`src/rtl/quaternion_to_euler_angles_macros.svh`:
```
// Assertion helpers for the RTL (used by qte_queue).
`ifndef QUATERNION_TO_EULER_ANGLES_MACROS_SVH
`define QUATERNION_TO_EULER_ANGLES_MACROS_SVH

`ifndef ASSERT_OFF
`define QTE_ASSERT(lbl, prop, msg) \
  lbl: assert property (@(posedge clk) disable iff (!rst_n) prop) else $error(msg);
`define QTE_ASSERT_ALWAYS(lbl, prop, msg) \
  lbl: assert property (@(posedge clk) prop) else $error(msg);
`else
`define QTE_ASSERT(lbl, prop, msg)
`define QTE_ASSERT_ALWAYS(lbl, prop, msg)
`endif

`endif

```
`src/rtl/qte_pkg.sv`:
```
package qte_pkg;

  localparam int NW = 35;           // products and sums, units of 2^-28
  localparam int SW = 30;           // clamped asin argument
  localparam int VW = 57;           // isqrt radicand
  localparam int CWID = 29;         // isqrt root
  localparam int CW = 46;           // CORDIC vector
  localparam int AW = 34;           // angle, units of 2^-30 rad
  localparam int ISQ_STAGES = 29;
  localparam int QUEUE_DEPTH = 4;

  localparam logic signed [22:0] DEG_PER_RAD = 23'sd3754936;
  localparam logic signed [NW-1:0] ONE_S = 35'sd268435456;

  typedef struct packed {
    logic signed [NW-1:0] roll_n;
    logic signed [NW-1:0] roll_d;
    logic signed [NW-1:0] yaw_n;
    logic signed [NW-1:0] yaw_d;
    logic signed [SW-1:0] s;
    logic                 clamped;
  } qte_item_t;

  typedef struct packed {
    logic full;
    logic empty;
  } qte_qstat_t;

  function automatic logic signed [AW-1:0] atan_step(input int i);
    logic signed [AW-1:0] t;
    unique case (i)
      0:  t = 34'h3243F6A8;
      1:  t = 34'h1DAC6705;
      2:  t = 34'h0FADBAFC;
      3:  t = 34'h07F56EA6;
      4:  t = 34'h03FEAB76;
      5:  t = 34'h01FFD55B;
      6:  t = 34'h00FFFAAA;
      7:  t = 34'h007FFF55;
      8:  t = 34'h003FFFEA;
      9:  t = 34'h001FFFFD;
      10: t = 34'h000FFFFF;
      11: t = 34'h0007FFFF;
      12: t = 34'h0003FFFF;
      13: t = 34'h0001FFFF;
      14: t = 34'h0000FFFF;
      15: t = 34'h00007FFF;
      16: t = 34'h00003FFF;
      17: t = 34'h00001FFF;
      18: t = 34'h00000FFF;
      19: t = 34'h000007FF;
      20: t = 34'h000003FF;
      21: t = 34'h000001FF;
      22: t = 34'h000000FF;
      23: t = 34'h0000007F;
      default: t = '0;
    endcase
    return t;
  endfunction

  function automatic logic signed [15:0] sat16(input logic signed [57:0] v);
    logic signed [15:0] r;
    priority if (v > 58'sd32767) r = 16'sh7FFF;
    else if (v < -58'sd32768) r = 16'sh8000;
    else r = v[15:0];
    return r;
  endfunction

endpackage

```
`src/rtl/qte_queue.sv`:
```
`include "quaternion_to_euler_angles_macros.svh"

module qte_queue (
  input  logic                clk,
  input  logic                rst_n,
  input  logic                push,
  input  qte_pkg::qte_item_t  item_in,
  input  logic                pop,
  output qte_pkg::qte_item_t  item_out,
  output qte_pkg::qte_qstat_t qstat
);

  localparam int PW = $clog2(qte_pkg::QUEUE_DEPTH);

  qte_pkg::qte_item_t slot_r [qte_pkg::QUEUE_DEPTH];
  logic [PW-1:0] head_r, tail_r;
  logic [PW:0]   cnt_r;

  assign qstat.full  = cnt_r == (PW+1)'(qte_pkg::QUEUE_DEPTH);
  assign qstat.empty = cnt_r == '0;
  assign item_out = slot_r[head_r];

  always_ff @(posedge clk) begin
    if (push) slot_r[tail_r] <= item_in;
  end

  always_ff @(posedge clk) begin
    if (!rst_n) begin
      head_r <= '0;
      tail_r <= '0;
      cnt_r  <= '0;
    end else begin
      if (push) tail_r <= tail_r + 1'b1;
      if (pop) head_r <= head_r + 1'b1;
      unique case ({push, pop})
        2'b10:   cnt_r <= cnt_r + 1'b1;
        2'b01:   cnt_r <= cnt_r - 1'b1;
        default: cnt_r <= cnt_r;
      endcase
    end
  end

  `QTE_ASSERT(a_no_overflow, !(push && qstat.full && !pop), "push into full queue")
  `QTE_ASSERT(a_no_underflow, !(pop && qstat.empty), "pop from empty queue")
  `QTE_ASSERT(a_drain, (pop && !push && cnt_r == 1) |=> qstat.empty, "queue not empty after last pop")

endmodule

```
`config.mk`:
```
export PLATFORM = sky130hd
export DESIGN_NAME = qte_queue
export DESIGN_NICKNAME = d
export VERILOG_FILES = /design/src/rtl/qte_pkg.sv /design/src/rtl/qte_queue.sv
export VERILOG_INCLUDE_DIRS = /design/src /design/src/rtl
export SDC_FILE = /design/constraint.sdc
export NUM_CORES = 1
export LEC_CHECK = 0
export BUFFER_PORTS_ARGS = -buffer_cell sky130_fd_sc_hd__clkbuf_2
export CAP_MARGIN = 20
export CORE_MARGIN = 3
export CORE_UTILIZATION = 57
export CTS_CLUSTER_DIAMETER = 120
export CTS_CLUSTER_SIZE = 8
export DETAILED_ROUTE_END_ITERATION = 8
export GPL_TIMING_DRIVEN = 1
export PLACE_DENSITY = 0.83
export SYNTH_ARGS = -nofsm -noshare
export SYNTH_HDL_FRONTEND = slang
export SYNTH_SLANG_ARGS = --single-unit
```
`constraint.sdc`:
```
create_clock -name clk -period 7.15 [get_ports clk]
set_input_delay 1.43 -clock clk [delete_from_list [all_inputs] [get_ports clk]]
set_output_delay 1.43 -clock clk [all_outputs]
set_load 0.02 [all_outputs]
```
==> results.py, run 1 <==
metrics = {
    "finish": {
        "area_growth_pct": 19.7,
        "fin_nets": 1537,
        "fin_util_pct": 69.4,
        "fillers": 2479,
        "instances_no_fill": 1965,
        "drive_above_1_share_pct": 46.3,
    },
    "power": {
        "seq_power_share_pct": 49.4,
        "p_comb_share_pct": 9.8,
        "clockPowerShare_pct": 40.8,
        "p_sw_mw": 2.18,
        "switching_share_pct": 22.6,
        "p_int_mw": 7.46,
        "irDropWorstVdd_v": 0.000303,
        "p_per_area_mw_per_mm2": 321,
        "p_total_mw": 9.64,
        "power_leakage_nw": 10.2,
    },
    "floorplanning": {
        "core_area_sq_mm": 0.0433,
        "initial_utilization_pct": 58.0,
        "boundaryPins": 348,
        "die-area_sq_mm": 0.0466,
        "dieHeight_um": 216,
        "placementRows": 76,
        "die_w_um": 216,
    },
    "sta": {
        "slew_headroom_pct": 31.6,
        "slew_viol_final": 0,
        "max_freq_mhz": 228,
        "finalClockSkew_ns": 0.0172,
        "worst_pin_slew_ns": 1.03,
        "setup_viol": 0,
        "finalCritPeriodShare_pct": 61.4,
        "rsz0062_at_grt": "false",
        "hold_viol_final": 0,
        "final.min_clock_period_ns": 4.39,
        "setup_tns_ns": 0,
    },
    "clocking": {
        "cts-root-buf": "clkbuf_16",
        "cts_buffer_depth": 3,
        "cts_hold_buffers": 0,
        "post_cts_buffers": 0,
        "cts.sinks": 693,
        "insertion_delay_ns": 0.63,
        "cts.clk_slew.worst_paths_ns": 0.05,
        "htree_levels": 3,
        "cts_tree": "built",
        "cts_buffers": 96,
        "post_cts_resized": 0,
    },
    "worst_setup_path": {
        "slowest_delay_ns": 0.96,
        "crit_required_ns": 5.72,
        "crit_chain": "buf_12, mux4_2, clkbuf_2",
        "cpMaxStageDelayCell": "dfxtp_4",
        "path_buf_inv": 2,
        "cp_max_fo": 107,
        "cp.arrival_ns": 2.96,
        "crit_path_start_kind": "flip-flop",
        "cpLargestDelayFamily": "flip-flops",
        "endpoint_kind": "primary output",
        "path_class": "reg -> out",
    },
    "drt": {
        "drc": 0,
        "wl_met2_um": 27100,
        "via_per_inst": 5.91,
        "antenna_left": 0,
        "wl_met3_um": 4650,
        "post_drt_wl_per_cell_um": 26.7,
        "top_layer_used": "met5",
        "dr.pass1.iters": 5,
        "vias": 11600,
        "wl_met1_um": 19400,
        "wl_um": 52400,
        "initialDrtViolationCount": 1228,
    },
    "status": {
        "status": "completed",
    },
    "placed_design": {
        "hpwl_um": 28800,
        "dp.cells": 1843,
        "place_congestion": 0.759,
        "port_buffers": 347,
    },
    "synthesis": {
        "syn-cell-area_sq_mm": 0.0251,
        "ys_seq_area_share_pct": 82.6,
        "netlist.area_leader.share_pct": 81.9,
        "ys_ff_latch": 693,
        "yosysTopAreaCell": "edfxtp_1",
        "syn-instance-count": 939,
        "async_flop_share_pct": 0,
        "synthTopCellsByCount": "684 x edfxtp_1, 171 x mux4_2, 19 x buf_2, 11 x buf_6, 10 x and2_1",
        "ys.flop_type": "edfxtp_1",
        "syn-num-nets": 1120,
        "yosysMostFrequentCell": "edfxtp_1",
        "ys_top_cells_by_area": "edfxtp_1 82%, mux4_2 15%, dfxtp_1 0.72%",
        "synth_area_per_cell_sq_um": 26.7,
        "synth_edf_count": 684,
        "ys_types": 21,
        "yosysWarnings": 0,
    },
    "grt": {
        "grt_pass1_vias": 12600,
        "antenna_found_initial": 1,
        "grt_pass1_wl_um": 79900,
        "track_usage_pct": 23.2,
        "grt_max_degree": 109,
        "grt-ovfl-total": 0,
    },
    "run": {
        "maxCapViolations": 0,
    },
    "hold_path": {
        "worstHoldPathType": "reg -> reg",
    },
}
-- final cells by class --
class                      instances  area, sq um  share of cell area (%)
multi-input combinational        202         4110                    13.7
clock buffer                     113         2490                    8.28
antenna                            2         5.00                  0.0167
tap                              585          732                    2.44
inverter                           6         22.5                  0.0750
clock inverter                     7         83.8                   0.279
sequential                       693        20700                    69.0
timing repair buffer             357         1860                    6.20
-- path summary, 6_finish.rpt --
path                                 from            end  slack, ns  cells after the start
worst min-delay path            head_r[1]      flip-flop       0.59                      2
worst min register to register  head_r[1]      flip-flop       0.59                      2
worst max-delay path            flip-flop  item_out[131]       2.76                      3
worst max register to register  tail_r[0]   slot_r[0][3]       4.50                      4
-- power groups by stage --
stage               combinational [mW]  sequential, mW  clock [mW]
floorplan                        0.621            4.81           0
global placement                 0.929            4.81           0
detailed placement               0.944            4.82           0
CTS                              0.961            4.76        4.01
global route                      1.00            4.77        4.18
finish                           0.946            4.76        3.94
-- per-layer routing --
metal,vias to the layer above,GRT usage [%]
li1,4885,-
met1,6034,30.3
met2,586,38.4
met3,97,6.98
met4,2,7.29
met5,-,0
-- through the flow --
stage	area (sq um)	setup slack, ns	hold slack, ns
2_1_floorplan	25100	1.28	0.473
3_3_place_gp	27500	3.41	0.489
3_5_place_dp	27500	3.42	0.505
4_1_cts	30000	2.72	0.591
5_1_grt	30000	2.63	0.616
6_report	30000	2.76	0.589
-- cell usage in the layout (no fill, tap or decap), drive strengths merged --
master / n
clkinv: 3
a21boi: 1
edfxtp: 684
and3: 1
xor2: 3
fa: 1
nand2: 2
buf: 10
o21ai: 2
nor3: 1
and2: 10
xnor2: 2
nor2b: 1
clkbuf: 460
diode: 2
dfxtp: 9
mux2i: 1
or3: 1
inv: 10
mux4: 171
ha: 5
-- worst min-delay path: stages, from the launching register on --
cell and delay, ns:
dfxtp_1 0.32, xnor2_1 0.07, and2_1 0.15
-- cells by family after synthesis --
family / synth area share [%]
compound gates: 0.0698
xor+xnor: 0.175
simple gates: 0.374
flops: 82.6
buf+inv: 1.08
fa+ha+maj: 0.329
mux: 15.4
-- flip-flops by register name, indices dropped and copies added (netlist names), named ones only --
name / count
head_r: 2
cnt_r: 3
slot_r: 684
tail_r: 2
Note: power is estimated with default switching activity, not from simulation.
==> run 2: changes to the inputs <==
--- a/config.mk
+++ b/config.mk
@@ -6,6 +6,7 @@
 export SDC_FILE = /design/constraint.sdc
 export NUM_CORES = 1
 export LEC_CHECK = 0
+export ABC_AREA = 1
 export BUFFER_PORTS_ARGS = -buffer_cell sky130_fd_sc_hd__clkbuf_2
 export CAP_MARGIN = 20
 export CORE_MARGIN = 3
==> constraint.sdc (replaced) <==
create_clock -name clk -period 4.4 [get_ports clk]
set_input_delay 0.88 -clock clk [delete_from_list [all_inputs] [get_ports clk]]
set_output_delay 0.88 -clock clk [all_outputs]
set_load 0.02 [all_outputs]
==> run 2 against run 1 <==
Die area up 2.1%. Critical path depth rose by 2. Utilization fell by 0.78 points. Clock skew rose by 0.0083 ns. Hold slack got worse by 0.14 ns. Sequential share of layout area down 0.87 points. Global-route usage up 1.3 points. First-iteration DRC count increased by 32%. Clock-buffer cell count increased by 2. Largest power group unchanged.
==> results.py, run 2 <==
metrics = {
    "synthesis": {
        "ys_types": 19,
        "yosysMostFrequentCell": "edfxtp_1",
        "synth_edf_count": 684,
        "netlist.area_leader.share_pct": 80.1,
        "synth_area_per_cell_sq_um": 15.0,
        "async_flop_share_pct": 0,
        "yosysWarnings": 0,
        "yosysTopAreaCell": "edfxtp_1",
        "syn-cell-area_sq_mm": 0.0256,
        "ys_seq_area_share_pct": 80.8,
        "syn-instance-count": 1710,
        "ys.flop_type": "edfxtp_1",
        "syn-num-nets": 1891,
        "ys_top_cells_by_area": "edfxtp_1 80%, o21ai_0 6.8%, nor2_1 5.1%",
        "ys_ff_latch": 693,
        "synthTopCellsByCount": "684 x edfxtp_1, 348 x o21ai_0, 345 x nor2_1, 171 x o22ai_1, 57 x clkbuf_1",
    },
    "drt": {
        "post_drt_wl_per_cell_um": 22.2,
        "via_per_inst": 6.03,
        "initialDrtViolationCount": 1619,
        "drc": 0,
        "dr.pass1.iters": 5,
        "wl_um": 59700,
        "vias": 16200,
        "antenna_left": 0,
    },
    "clocking": {
        "cts_tree": "built",
        "htree_levels": 3,
        "cts_hold_buffers": 0,
        "cts_buffer_depth": 3,
        "cts.sinks": 693,
        "cts-root-buf": "clkbuf_16",
        "insertion_delay_ns": 0.61,
        "cts.clk_slew.worst_paths_ns": 0.05,
        "cts_buffers": 96,
        "post_cts_buffers": 0,
        "post_cts_resized": 0,
    },
    "finish": {
        "largest_register_ffs": 684,
        "final_common_cell": "edfxtp_1",
        "top_register": "slot_r",
        "final_cell_mix": "684 x edfxtp_1, 348 x o21ai_0, 347 x clkbuf_2, 345 x nor2_1, 171 x o22ai_1",
        "area_growth_pct": 18.7,
        "drive_above_1_share_pct": 23.1,
        "fin_nets": 2250,
        "top_regs": "slot_r (684), cnt_r (3)",
    },
    "sta": {
        "setup_tns_ns": 0,
        "hold_viol_final": 0,
        "setup_viol": 0,
        "max_freq_mhz": 278,
        "slew_viol_final": 0,
        "rsz0062_at_grt": "false",
        "finalCritPeriodShare_pct": 81.6,
        "worst_pin_slew_ns": 1.03,
        "finalClockSkew_ns": 0.0254,
        "final.min_clock_period_ns": 3.59,
        "slew_headroom_pct": 31.3,
    },
    "status": {
        "status": "completed",
    },
    "worst_setup_path": {
        "cp_max_fo": 150,
        "r2r_cells": 6,
        "crit_required_ns": 3.52,
        "path_class": "reg -> out",
        "cp.arrival_ns": 2.71,
        "endpoint_kind": "primary output",
        "rrSetupSlack_ns": 1.91,
        "crit_path_start_kind": "flip-flop",
    },
    "floorplanning": {
        "placementRows": 77,
        "initial_utilization_pct": 57.8,
        "die-area_sq_mm": 0.0475,
        "dieHeight_um": 218,
        "core_area_sq_mm": 0.0443,
        "die_w_um": 218,
        "boundaryPins": 348,
    },
    "power": {
        "power_leakage_nw": 10.7,
        "p_total_mw": 15.5,
        "irDropWorstVdd_v": 0.000411,
        "p_per_area_mw_per_mm2": 510,
    },
    "grt": {
        "grt_pass1_vias": 16500,
        "grt_pass1_wl_um": 90000,
        "track_usage_pct": 24.5,
        "antenna_found_initial": 6,
        "grt-ovfl-total": 0,
        "grt_max_degree": 219,
    },
    "placed_design": {
        "place_congestion": 0.771,
        "port_buffers": 347,
        "hpwl_um": 32800,
    },
    "hold_path": {
        "whs_path_depth": 1,
        "worstHoldPathType": "reg -> reg",
    },
    "run": {
        "maxCapViolations": 0,
    },
}
==> run 2: cell count changes after synthesis, moves of 5 or more <==
cell	before	now
o21ai_0	2	348
a21oi_1	0	5
nor2_1	0	345
clkbuf_1	6	57
o22ai_1	0	171
inv_1	6	15
nand2_1	2	9
mux4_2	171	0
clkbuf_2	0	8
and2_1	10	0
buf_2	19	32
==> run 2: path summary, 6_finish.rpt <==
kind	from	end
hold reg to reg	head_r[1]	flip-flop
setup / recovery	flip-flop	item_out[118]
setup reg to reg	tail_r[0]	slot_r[0][86]
hold / removal	head_r[1]	flip-flop
==> run 2: metrics by stage <==
| step | cells | worst slack [ns] | instance area, sq um | util (%) | hold slack (ns) |
|---|---|---|---|---|---|
| finish | 2687 | 0.808 | 30400 | 68.6 | 0.448 |
| global route | 2683 | 0.685 | 30400 | 68.6 | 0.463 |
| CTS | 2682 | 0.827 | 30400 | 68.6 | 0.439 |
| detailed placement | 2563 | 1.47 | 27800 | 62.8 | 0.448 |
| global placement | 2563 | 1.47 | 27800 | 62.8 | 0.419 |
| floorplan | 1710 | 0.508 | 25600 | - | 0.412 |
==> run 2: kinds of logic (layout without fill, tap and decap cells) <==
kind of cell | after synthesis | count (layout) | share of synthesized area [%]
AO/OA/AOI/OAI | 524 | 524 | 11.1
adder cells (fa/ha/maj) | 6 | 6 | 0.322
buffers and inverters | 129 | 509 | 2.51
flip-flops | 693 | 693 | 80.8
other | 0 | 5 | 0
AND/OR/NAND/NOR | 358 | 358 | 5.27
==> run 2: layout make-up <==
cell class,count,area (sq um)
diodes,5,12.5
clock buffers,115,2520
clock inverters,4,38.8
fillers,2769,13900
inverters,17,88.8
multi-input cells,888,4270
flip-flops and latches,693,20700
well taps,592,741
repair buffers,373,2020
==> run 2: routing by layer <==
layer | vias to the layer above | share of wire [%] | global-route usage, %
met5 | - | 0.070 | 0
met4 | 6 | 2.3 | 8.26
met3 | 117 | 10 | 7.40
met2 | 853 | 50 | 41.1
met1 | 8057 | 38 | 30.8
li1 | 7181 | - | -
==> run 2: where the power goes <==
group	internal (mW)	switching, mW
clock	3.93	2.46
sequential	7.57	0.0710
combinational	0.398	1.07
==> run 2: critical path: stages (launching register included) <==
cell,delay (ns)
dfxtp_4,0.38
inv_8,0.59
buf_4,0.43
o21ai_0,0.17
o22ai_1,0.24
clkbuf_2,0.21
